$ cat src/rtl/dq_pkg.sv
// ----------------------------------------------------------------------------
// dq_pkg: shared types and codes for the double-ended byte queue
// Command and response word layouts, operation and status codes.
// ----------------------------------------------------------------------------
package dq_pkg;

  localparam int unsigned OP_W   = 3;
  localparam int unsigned DATA_W = 8;
  localparam int unsigned STAT_W = 2;
  localparam int unsigned CNT_W  = 5;

  localparam logic [OP_W-1:0] OP_PUSH_FRONT = 3'd0;
  localparam logic [OP_W-1:0] OP_PUSH_REAR  = 3'd1;
  localparam logic [OP_W-1:0] OP_POP_FRONT  = 3'd2;
  localparam logic [OP_W-1:0] OP_POP_REAR   = 3'd3;
  localparam logic [OP_W-1:0] OP_PEEK_FRONT = 3'd4;

  localparam logic [STAT_W-1:0] ST_OK    = 2'd0;
  localparam logic [STAT_W-1:0] ST_EMPTY = 2'd1;
  localparam logic [STAT_W-1:0] ST_FULL  = 2'd2;

  typedef struct packed {
    logic [OP_W-1:0]   op;
    logic [DATA_W-1:0] value;
  } dq_cmd_t;

  typedef struct packed {
    logic [DATA_W-1:0] result_value;
    logic [STAT_W-1:0] status;
    logic [CNT_W-1:0]  count;
  } dq_rsp_t;

endpackage

$ cat src/rtl/double_ended_queue.sv
// ----------------------------------------------------------------------------
// double_ended_queue: bounded double-ended queue of bytes
// Throughput: one command word per cycle while responses are taken.
// Each taken word waits in the in-flight registers, where the synchronous read
//   port of the entry memory registers its data, then moves to the response register.
// Reset (synchronous): head, tail, fill count, busy and rsp_valid clear; entry storage is not cleared.
// ----------------------------------------------------------------------------
module double_ended_queue #(
  parameter int unsigned DEPTH = 16
) (
  input  logic             clk,
  input  logic             rst,
  input  logic             cmd_valid,
  output logic             cmd_stall,
  input  dq_pkg::dq_cmd_t  cmd,
  output logic             rsp_valid,
  input  logic             rsp_stall,
  output dq_pkg::dq_rsp_t  rsp
);
  import dq_pkg::*;

  localparam int unsigned IDX_W  = $clog2(DEPTH);
  localparam int unsigned FILL_W = $clog2(DEPTH + 1);
  localparam logic [IDX_W-1:0]  LAST_IDX = IDX_W'(DEPTH - 1);
  localparam logic [FILL_W-1:0] FULL_CNT = FILL_W'(DEPTH);

  // Entry storage: written on a successful push, read data registered for every taken word.
  logic [DATA_W-1:0] entries [DEPTH];
  logic [DATA_W-1:0] rdata;

  // Ring pointers and exact fill level.
  logic [IDX_W-1:0]  head, head_next;
  logic [IDX_W-1:0]  tail, tail_next;
  logic [FILL_W-1:0] fill, fill_next;

  // Word in flight: waits for the registered memory read, then moves to rsp when free.
  logic              busy;
  logic              pend_use_rdata, use_rdata_next;
  logic [STAT_W-1:0] pend_status, status_next;
  logic [CNT_W-1:0]  pend_count;

  // Memory access for the incoming word.
  logic [IDX_W-1:0]  mem_addr;
  logic              mem_we;

  logic accept;
  logic load;
  logic is_full;
  logic is_empty;
  logic [IDX_W-1:0] head_prev, head_succ, tail_prev, tail_succ;

  // Output register is free when empty or being drained this cycle.
  assign load      = busy && (!rsp_valid || !rsp_stall);
  // Take a new word unless the one in flight cannot leave.
  assign cmd_stall = busy && !load;
  assign accept    = cmd_valid && !cmd_stall;

  assign is_full  = (fill == FULL_CNT);
  assign is_empty = (fill == '0);

  // Wrap pointers by compare, since DEPTH need not be a power of two.
  assign head_prev = (head == '0)       ? LAST_IDX : head - 1'b1;
  assign head_succ = (head == LAST_IDX) ? '0       : head + 1'b1;
  assign tail_prev = (tail == '0)       ? LAST_IDX : tail - 1'b1;
  assign tail_succ = (tail == LAST_IDX) ? '0       : tail + 1'b1;

  // Decode the command word: new pointers, status and memory access.
  always_comb begin
    head_next      = head;
    tail_next      = tail;
    fill_next      = fill;
    status_next    = ST_OK;
    use_rdata_next = 1'b0;
    mem_addr       = head;
    mem_we         = 1'b0;
    case (cmd.op)
      OP_PUSH_FRONT: begin
        if (is_full) begin
          status_next = ST_FULL;
        end else begin
          head_next = head_prev;
          mem_addr  = head_prev;
          mem_we    = 1'b1;
          fill_next = fill + 1'b1;
        end
      end
      OP_PUSH_REAR: begin
        if (is_full) begin
          status_next = ST_FULL;
        end else begin
          tail_next = tail_succ;
          mem_addr  = tail;
          mem_we    = 1'b1;
          fill_next = fill + 1'b1;
        end
      end
      OP_POP_FRONT: begin
        if (is_empty) begin
          status_next = ST_EMPTY;
        end else begin
          head_next      = head_succ;
          mem_addr       = head;
          use_rdata_next = 1'b1;
          fill_next      = fill - 1'b1;
        end
      end
      OP_POP_REAR: begin
        if (is_empty) begin
          status_next = ST_EMPTY;
        end else begin
          tail_next      = tail_prev;
          mem_addr       = tail_prev;
          use_rdata_next = 1'b1;
          fill_next      = fill - 1'b1;
        end
      end
      OP_PEEK_FRONT: begin
        if (is_empty) begin
          status_next = ST_EMPTY;
        end else begin
          mem_addr       = head;
          use_rdata_next = 1'b1;
        end
      end
      default: begin
        // Unused codes: no operation, report the current fill.
      end
    endcase
  end

  // Entry memory: write on a successful push; capture read data only when a
  // word is taken, so it holds while that word waits for the response slot.
  always_ff @(posedge clk) begin
    if (accept && mem_we) begin
      entries[mem_addr] <= cmd.value;
    end
    if (accept) begin
      rdata <= entries[mem_addr];
    end
  end

  // Pointers, fill and flow control.
  always_ff @(posedge clk) begin
    if (rst) begin
      head      <= '0;
      tail      <= '0;
      fill      <= '0;
      busy      <= 1'b0;
      rsp_valid <= 1'b0;
    end else begin
      if (accept) begin
        head <= head_next;
        tail <= tail_next;
        fill <= fill_next;
      end
      if (accept) begin
        busy <= 1'b1;
      end else if (load) begin
        busy <= 1'b0;
      end
      if (load) begin
        rsp_valid <= 1'b1;
      end else if (rsp_valid && !rsp_stall) begin
        rsp_valid <= 1'b0;
      end
    end
  end

  // Hold the decoded result of the word in flight.
  always_ff @(posedge clk) begin
    if (accept) begin
      pend_use_rdata <= use_rdata_next;
      pend_status    <= status_next;
      pend_count     <= CNT_W'(fill_next);
    end
  end

  // Response register: advance only when free, so a stalled word holds.
  always_ff @(posedge clk) begin
    if (load) begin
      rsp.result_value <= pend_use_rdata ? rdata : '0;
      rsp.status       <= pend_status;
      rsp.count        <= pend_count;
    end
  end

  // Fill level never passes capacity.
  a_fill_bound : assert property (@(posedge clk) disable iff (rst)
    fill <= FULL_CNT)
    else $error("fill level above capacity");

  // A full report always carries the full count.
  a_full_count : assert property (@(posedge clk) disable iff (rst)
    rsp_valid && rsp.status == ST_FULL |-> rsp.count == CNT_W'(DEPTH))
    else $error("full status with wrong count");

  // An empty report carries zero count and zero value.
  a_empty_resp : assert property (@(posedge clk) disable iff (rst)
    rsp_valid && rsp.status == ST_EMPTY |-> rsp.count == '0 && rsp.result_value == '0)
    else $error("empty status with non-zero fields");

  // A response word only appears after a word was in flight.
  a_rsp_source : assert property (@(posedge clk) disable iff (rst)
    $rose(rsp_valid) |-> $past(busy))
    else $error("response without command in flight");

endmodule
$ cat config.mk
export PLATFORM = sky130hd
export DESIGN_NAME = double_ended_queue
export DESIGN_NICKNAME = d
export VERILOG_FILES = /design/src/rtl/dq_pkg.sv /design/src/rtl/double_ended_queue.sv
export SDC_FILE = /design/constraint.sdc
export NUM_CORES = 1
export LEC_CHECK = 0
export BUFFER_PORTS_ARGS = -buffer_cell sky130_fd_sc_hd__buf_4
export CAP_MARGIN = 20
export CELL_PAD_IN_SITES_DETAIL_PLACEMENT = 1
export CELL_PAD_IN_SITES_GLOBAL_PLACEMENT = 1
export CORE_UTILIZATION = 55
export DETAILED_ROUTE_END_ITERATION = 16
export PLACE_DENSITY_LB_ADDON = 0.1
export SLEW_MARGIN = 25
export SYNTH_ARGS = -nofsm -noshare
export SYNTH_HDL_FRONTEND = slang
export SYNTH_SLANG_ARGS = --single-unit
$ cat constraint.sdc
create_clock -name clk -period 4.5 [get_ports clk]
set_input_delay 0 -clock clk [delete_from_list [all_inputs] [get_ports clk]]
set_output_delay 0 -clock clk [all_outputs]
set_load 0.005 [all_outputs]
==> results of run 1 <==
==> cell usage after synthesis (all sizes together), types with 2 or more instances <==
library cell / count / area share, %
nand3: 42 / 2.8
nand2: 20 / 1.1
nor2: 55 / 2.8
xnor2: 7 / 0.82
or3: 2 / 0.17
dfxtp: 15 / 4.0
a31oi: 2 / 0.17
clkbuf: 10 / 0.50
inv: 13 / 0.65
a211oi: 3 / 0.30
buf: 16 / 1.9
a221o: 2 / 0.27
and2: 8 / 0.67
nor3: 9 / 0.60
or4: 2 / 0.20
mux4: 32 / 10
a21oi: 20 / 1.4
a22oi: 4 / 0.40
o211ai: 3 / 0.30
a221oi: 2 / 0.47
ha: 7 / 1.2
nand4: 9 / 0.75
o21ai: 8 / 0.54
a21boi: 2 / 0.20
edfxtp: 159 / 64
or3b: 2 / 0.23
o22a: 2 / 0.23
a21o: 2 / 0.20
a41oi: 2 / 0.23
o21bai: 2 / 0.20
==> routing by layer <==
metal  vias up  global-route usage [%]  part of all wire, %
met1      2273                    36.0                   43
met2       141                    42.3                   50
li1       1983                       -                    -
met3        29                    5.65                  5.0
met5         -                       0                    0
met4         0                    9.26                  1.7
==> kinds of logic after synthesis <==
kind of cell,after synthesis
compound gates,63
simple gates,156
xor+xnor,8
mux,34
buf+inv,40
fa+ha+maj,7
flops,174
==> worst paths after layout <==
path,start,cells past startpoint,slack (ps),end
max reg2reg,fill[0]$_SDFFE_PP0P_,7,800,entries[1][3]$_DFFE_PP_
min reg2reg,pend_status[1]$_DFFE_PP_,0,420,rsp[6]$_DFFE_PP_
max,fill[0]$_SDFFE_PP0P_,7,800,entries[1][3]$_DFFE_PP_
min,cmd[9],2,70,pend_status[1]$_DFFE_PP_
==> cell type report <==
class | instances | area, um^2
Sequential cell | 174 | 5070
Fill cell | 1252 | 4760
Multi-Input combinational cell | 268 | 2180
Clock buffer | 22 | 444
Timing Repair Buffer | 52 | 420
Tap cell | 176 | 220
Clock inverter | 10 | 92.6
Inverter | 14 | 52.6
==> power groups by stage <==
stage          combinational, mW  sequential [mW]  clock [mW]
5_1_grt                    0.461             1.85        1.42
2_1_floorplan              0.309             1.87           0
6_report                   0.430             1.85        1.35
3_5_place_dp               0.416             1.88           0
4_1_cts                    0.431             1.85        1.36
3_3_place_gp               0.400             1.88           0
==> what timing repair did <==
| item | in CTS | in global routing |
|---|---|---|
| hold buffers | 12 | 0 |
| setup endpoints to repair | 0 | 0 |
| hold endpoints to repair | 143 | 0 |
==> stage by stage <==
step | hold WS, ps | power (mW) | cells | instance area, um^2
4_1_cts | 39.8 | 3.64 | 716 | 8480
3_5_place_dp | 285 | 2.30 | 672 | 7830
5_1_grt | 56.9 | 3.73 | 716 | 8480
2_1_floorplan | 72.1 | 2.18 | 482 | 7480
3_3_place_gp | 248 | 2.28 | 672 | 7820
6_report | 66.1 | 3.63 | 716 | 8480
==> state kept, by name, indices dropped and copies added, names as in the netlist <==
signal	flops
rsp_valid	1
pend_use_rdata	1
rsp	15
fill	5
pend_count	5
tail	4
entries	128
head	4
pend_status	2
busy	1
rdata	8
==> impl_metrics.ini, run 1 <==
[setup_path]
crit_path_end_kind = flip-flop
arrival_ps = 3750
cp_max_fo = 10
cp_cell_sequence = inv_1 > ha_1 > or4b_1 > mux2_4 > a221oi_4 > nand2_1 > nor2_1
cpLargestDelayFamily = simple AND/OR/NAND/NOR gates
cp.buffers_inverters = 1
critPathSlowestCell = nor2_1
crit_type = reg2reg
start_kind = flip-flop
max_stage_delay_ps = 710
worstPathRequired_ps = 4550

[finish]
drive_gt1_share_pct = 18.9
fin_util_pct = 64.1
final_common_cell = edfxtp_1
fin_nets = 549
final_cell_mix = edfxtp_1 (159), nor2_1 (55), nand3_1 (42), buf_4 (40), mux4_2 (25)
syn_to_final_growth_pct = 13.4
n_antenna_cell = 0

[power]
ir_drop_v = 0.000362
power_density_nw_per_um2 = 427
p_int_mw = 2.76
clkPwrFrac_pct = 37.2
power_switching_uw = 867
p_comb_share_pct = 11.9
p_seq_share_pct = 50.9
leakage_nw = 2.83
switching_share_pct = 23.9

[synthesis]
synth-simple-area-share_pct = 10.3
synth_nets = 504
muxShareOfSynthArea_pct = 10.3
synth_top_family_by_area = simple AND/OR/NAND/NOR gates
synth_edf_count = 159
synth_cell_types = 58
synth-compound-area-share_pct = 6.32
syn_area_um2 = 7480
ys_seq_elements = 174
syn_inst = 482
synth_xor_area_share_pct = 0.937
async_flop_share_pct = 0
synth_warnings = 0
ys_seq_area_share_pct = 67.8
synthFlopType = edfxtp_1
synthAdderAreaFrac_pct = 1.17
syn_area_per_cell_um2 = 15.5

[global_route]
grt_first_pass_wirelength_mm = 26.7
overflow = 0
grt_max_degree = 34
antenna_found_initial = 0
grt_pass1_vias = 4635
track_usage_pct = 26.4

[floorplan]
initial_core_util_pct = 56.5
row_count = 42
coreArea_um2 = 13200
die_x_um = 119
die_area_um2 = 14100
dieHeight_um = 119
ioPinCount = 32

[clocking]
cts_tree = built
cts_buffer_depth = 2
cts_setup_buffers = 0
clk_pin_slew_ps = 60
cts_resized = 0
numCtsBuffers = 17
clock-sinks = 174
clockRootBuffer = clkbuf_16
clock_latency_ps = 420
htree_levels = 4

[route]
route.detailed.drc = 0
wl_per_cell_um = 24.3
ant_nets = 0
first_iter_violations = 320
vias_per_cell = 6.18
dr.pass1.iters = 4
drt-total-wl_mm = 17.4
via_count = 4426

[timing]
rsz0062_at_grt = no
hold_viol_final = 0
worst_pin_slew_ps = 854
post-route-min-period_ps = 3700
setup_viol = 0
min_period_over_period_pct = 82.2
max_freq_mhz = 270
slew_headroom_pct = 42.9
fin_worst_skew_ps = 6.73
tns_ps = 0
setup_slack_ps = 799
slew_violations = 0

[run]
maxCapViolations = 0

[placed_design]
preCtsSetupSlack_ps = 858
io_buffers = 31
dp_hpwl_mm = 11.5
globalplace.congestion = 0.803

[outcome]
status = completed

[worst_hold_path]
hold_path_class = in2reg
Power figures use the tool's default switching activity.
==> run 2: changes to the inputs <==
--- a/config.mk
+++ b/config.mk
@@ -9,7 +9,7 @@
 export CAP_MARGIN = 20
 export CELL_PAD_IN_SITES_DETAIL_PLACEMENT = 1
 export CELL_PAD_IN_SITES_GLOBAL_PLACEMENT = 1
-export CORE_UTILIZATION = 55
+export CORE_UTILIZATION = 52
 export DETAILED_ROUTE_END_ITERATION = 16
 export PLACE_DENSITY_LB_ADDON = 0.1
 export SLEW_MARGIN = 25
==> constraint.sdc (replaced) <==
create_clock -name clk -period 3.5 [get_ports clk]
set_input_delay 0 -clock clk [delete_from_list [all_inputs] [get_ports clk]]
set_output_delay 0 -clock clk [all_outputs]
set_load 0.005 [all_outputs]
==> impl_metrics.ini, run 2 (same netlist as run 1, synthesis figures left out) <==
[timing]
min_period_over_period_pct = 96.4
slew_headroom_pct = 65.9
hold_viol_final = 0
fin_worst_skew_ps = 11.4
max_freq_mhz = 296
holdWs_ps = 49.3
post-route-min-period_ps = 3380
setup_viol = 0
worst_pin_slew_ps = 505
rsz0062_at_grt = no
slew_violations = 0
tns_ps = 0

[outcome]
status = completed

[floorplan]
ioPinCount = 32
row_count = 43
initial_core_util_pct = 53.7
dieHeight_um = 122
coreArea_um2 = 13900
die_x_um = 122
die_area_um2 = 14900

[finish]
reg_top3 = entries x128, rsp x15, rdata x8
largest-register = entries
syn_to_final_growth_pct = 16.7
multi_input_comb_area_um2 = 2180
drive_gt1_share_pct = 23.6
largest_reg_flops = 128
regArea_um2 = 5070
final_common_cell = edfxtp_1
n_antenna_cell = 0
fin_nets = 576
final_cell_mix = edfxtp_1 (159), buf_4 (65), nor2_1 (55), nand3_1 (42), mux4_2 (25)
fillers = 1301

[clocking]
clock-sinks = 174
clockRootBuffer = clkbuf_16
numCtsBuffers = 17
cts_buffer_depth = 2
clk_pin_slew_ps = 60
clock_latency_ps = 430
htree_levels = 4
cts_tree = built

[setup_path]
worstPathRequired_ps = 3650
worstReg2RegStart = head[1]$_SDFFE_PP0P_
reg2reg_setup_slack_ps = 120
arrival_ps = 3520
crit_type = reg2reg
r2r_end = rdata[6]$_DFFE_PP_
cp_max_fo = 8
crit_path_end_kind = flip-flop
ff2ff_path_depth = 10
start_kind = flip-flop

[power]
switching_share_pct = 24.3
power_density_nw_per_um2 = 541
clkPwrFrac_pct = 37.1
ir_drop_v = 0.000341
p_int_mw = 3.58
p_comb_share_pct = 12.7
power_switching_mw = 1.15
leakage_nw = 2.99
p_seq_share_pct = 50.3

[worst_hold_path]
hold_depth = 2
whs_endpoint = pend_status[1]$_DFFE_PP_
hold_path_class = in2reg
hold_path_startpoint = cmd[9]

[global_route]
antenna_found_initial = 0
track_usage_pct = 26.3
grt_max_degree = 22
overflow = 0
grt_pass1_vias = 4625
grt_first_pass_wirelength_mm = 27.4

[route]
vias_per_cell = 6.08
route.detailed.drc = 0
dr.pass1.iters = 5
wl_per_cell_um = 23.9
first_iter_violations = 344
drt-total-wl_mm = 17.9
via_count = 4542
ant_nets = 0

[placed_design]
io_buffers = 31
globalplace.congestion = 0.857
dp_hpwl_mm = 12.1

[run]
maxCapViolations = 0
run 2: repair_timing:
action | CTS | global route
setup endpoints to repair | 0 | 31
resized for setup | 0 | 1
hold buffers | 12 | 0
buffers inserted | 0 | 5
endpoints found under the hold margin | 143 | 0
run 2: stage by stage:
stage / utilization (%) / area (um^2) / cells / setup WS, ps / power, mW
finish: 62.6 / 8730 / 747 / 125 / 4.72
global route: 62.6 / 8730 / 747 / 38.9 / 4.87
CTS: 62.3 / 8680 / 742 / 126 / 4.75
detailed placement: 57.5 / 8020 / 698 / 173 / 2.99
global placement: 57.5 / 8020 / 698 / 251 / 2.96
floorplan: - / 7480 / 482 / 539 / 2.80
run 2: how the worst max path moves through the flow:
stage               cells past startpoint  slack (ps)                       to            startpoint
floorplan                              10         540       rdata[5]$_DFFE_PP_  head[1]$_SDFFE_PP0P_
CTS                                    10         130       rdata[6]$_DFFE_PP_  head[1]$_SDFFE_PP0P_
detailed placement                     10         170       rdata[6]$_DFFE_PP_  head[1]$_SDFFE_PP0P_
finish                                 10         120       rdata[6]$_DFFE_PP_  head[1]$_SDFFE_PP0P_
global route                           11          40  entries[3][2]$_DFFE_PP_  fill[0]$_SDFFE_PP0P_
global placement                       10         250       rdata[6]$_DFFE_PP_  head[1]$_SDFFE_PP0P_
run 2: power groups by stage:
stage               sequential, mW  combinational, mW  clock [mW]
global route                  2.38              0.643        1.85
detailed placement            2.42              0.566           0
floorplan                     2.40              0.398           0
global placement              2.42              0.546           0
finish                        2.37              0.598        1.75
CTS                           2.37              0.584        1.79
run 2: per-layer routing:
metal  vias up  track usage [%]  wire length [um]  part of all wire [%]
li1       2034                -                 -                     -
met1      2328             36.4              7790                    44
met2       153             42.3              8910                    50
met3        27             4.40               850                   4.8
met4         0             9.41               320                   1.8
met5         -                0                 0                     0
run 2: critical path, stage by stage, from the launching register on:
cell and delay [ps]:
dfxtp_1 480, inv_1 130, ha_1 340, or2_2 320
a221oi_1 410, o32ai_4 190, nand2_4 190, buf_4 140
mux4_1 620, nand3_1 130, nand4_1 140
run 2: layout make-up:
| class | instances | area share [%] |
|---|---|---|
| Sequential cell | 174 | 58.1 |
| Multi-Input combinational cell | 268 | 25.0 |
| Timing Repair Buffer | 79 | 7.43 |
| Clock buffer | 17 | 4.87 |
| Tap cell | 180 | 2.58 |
| Clock inverter | 15 | 1.36 |
| Inverter | 14 | 0.602 |
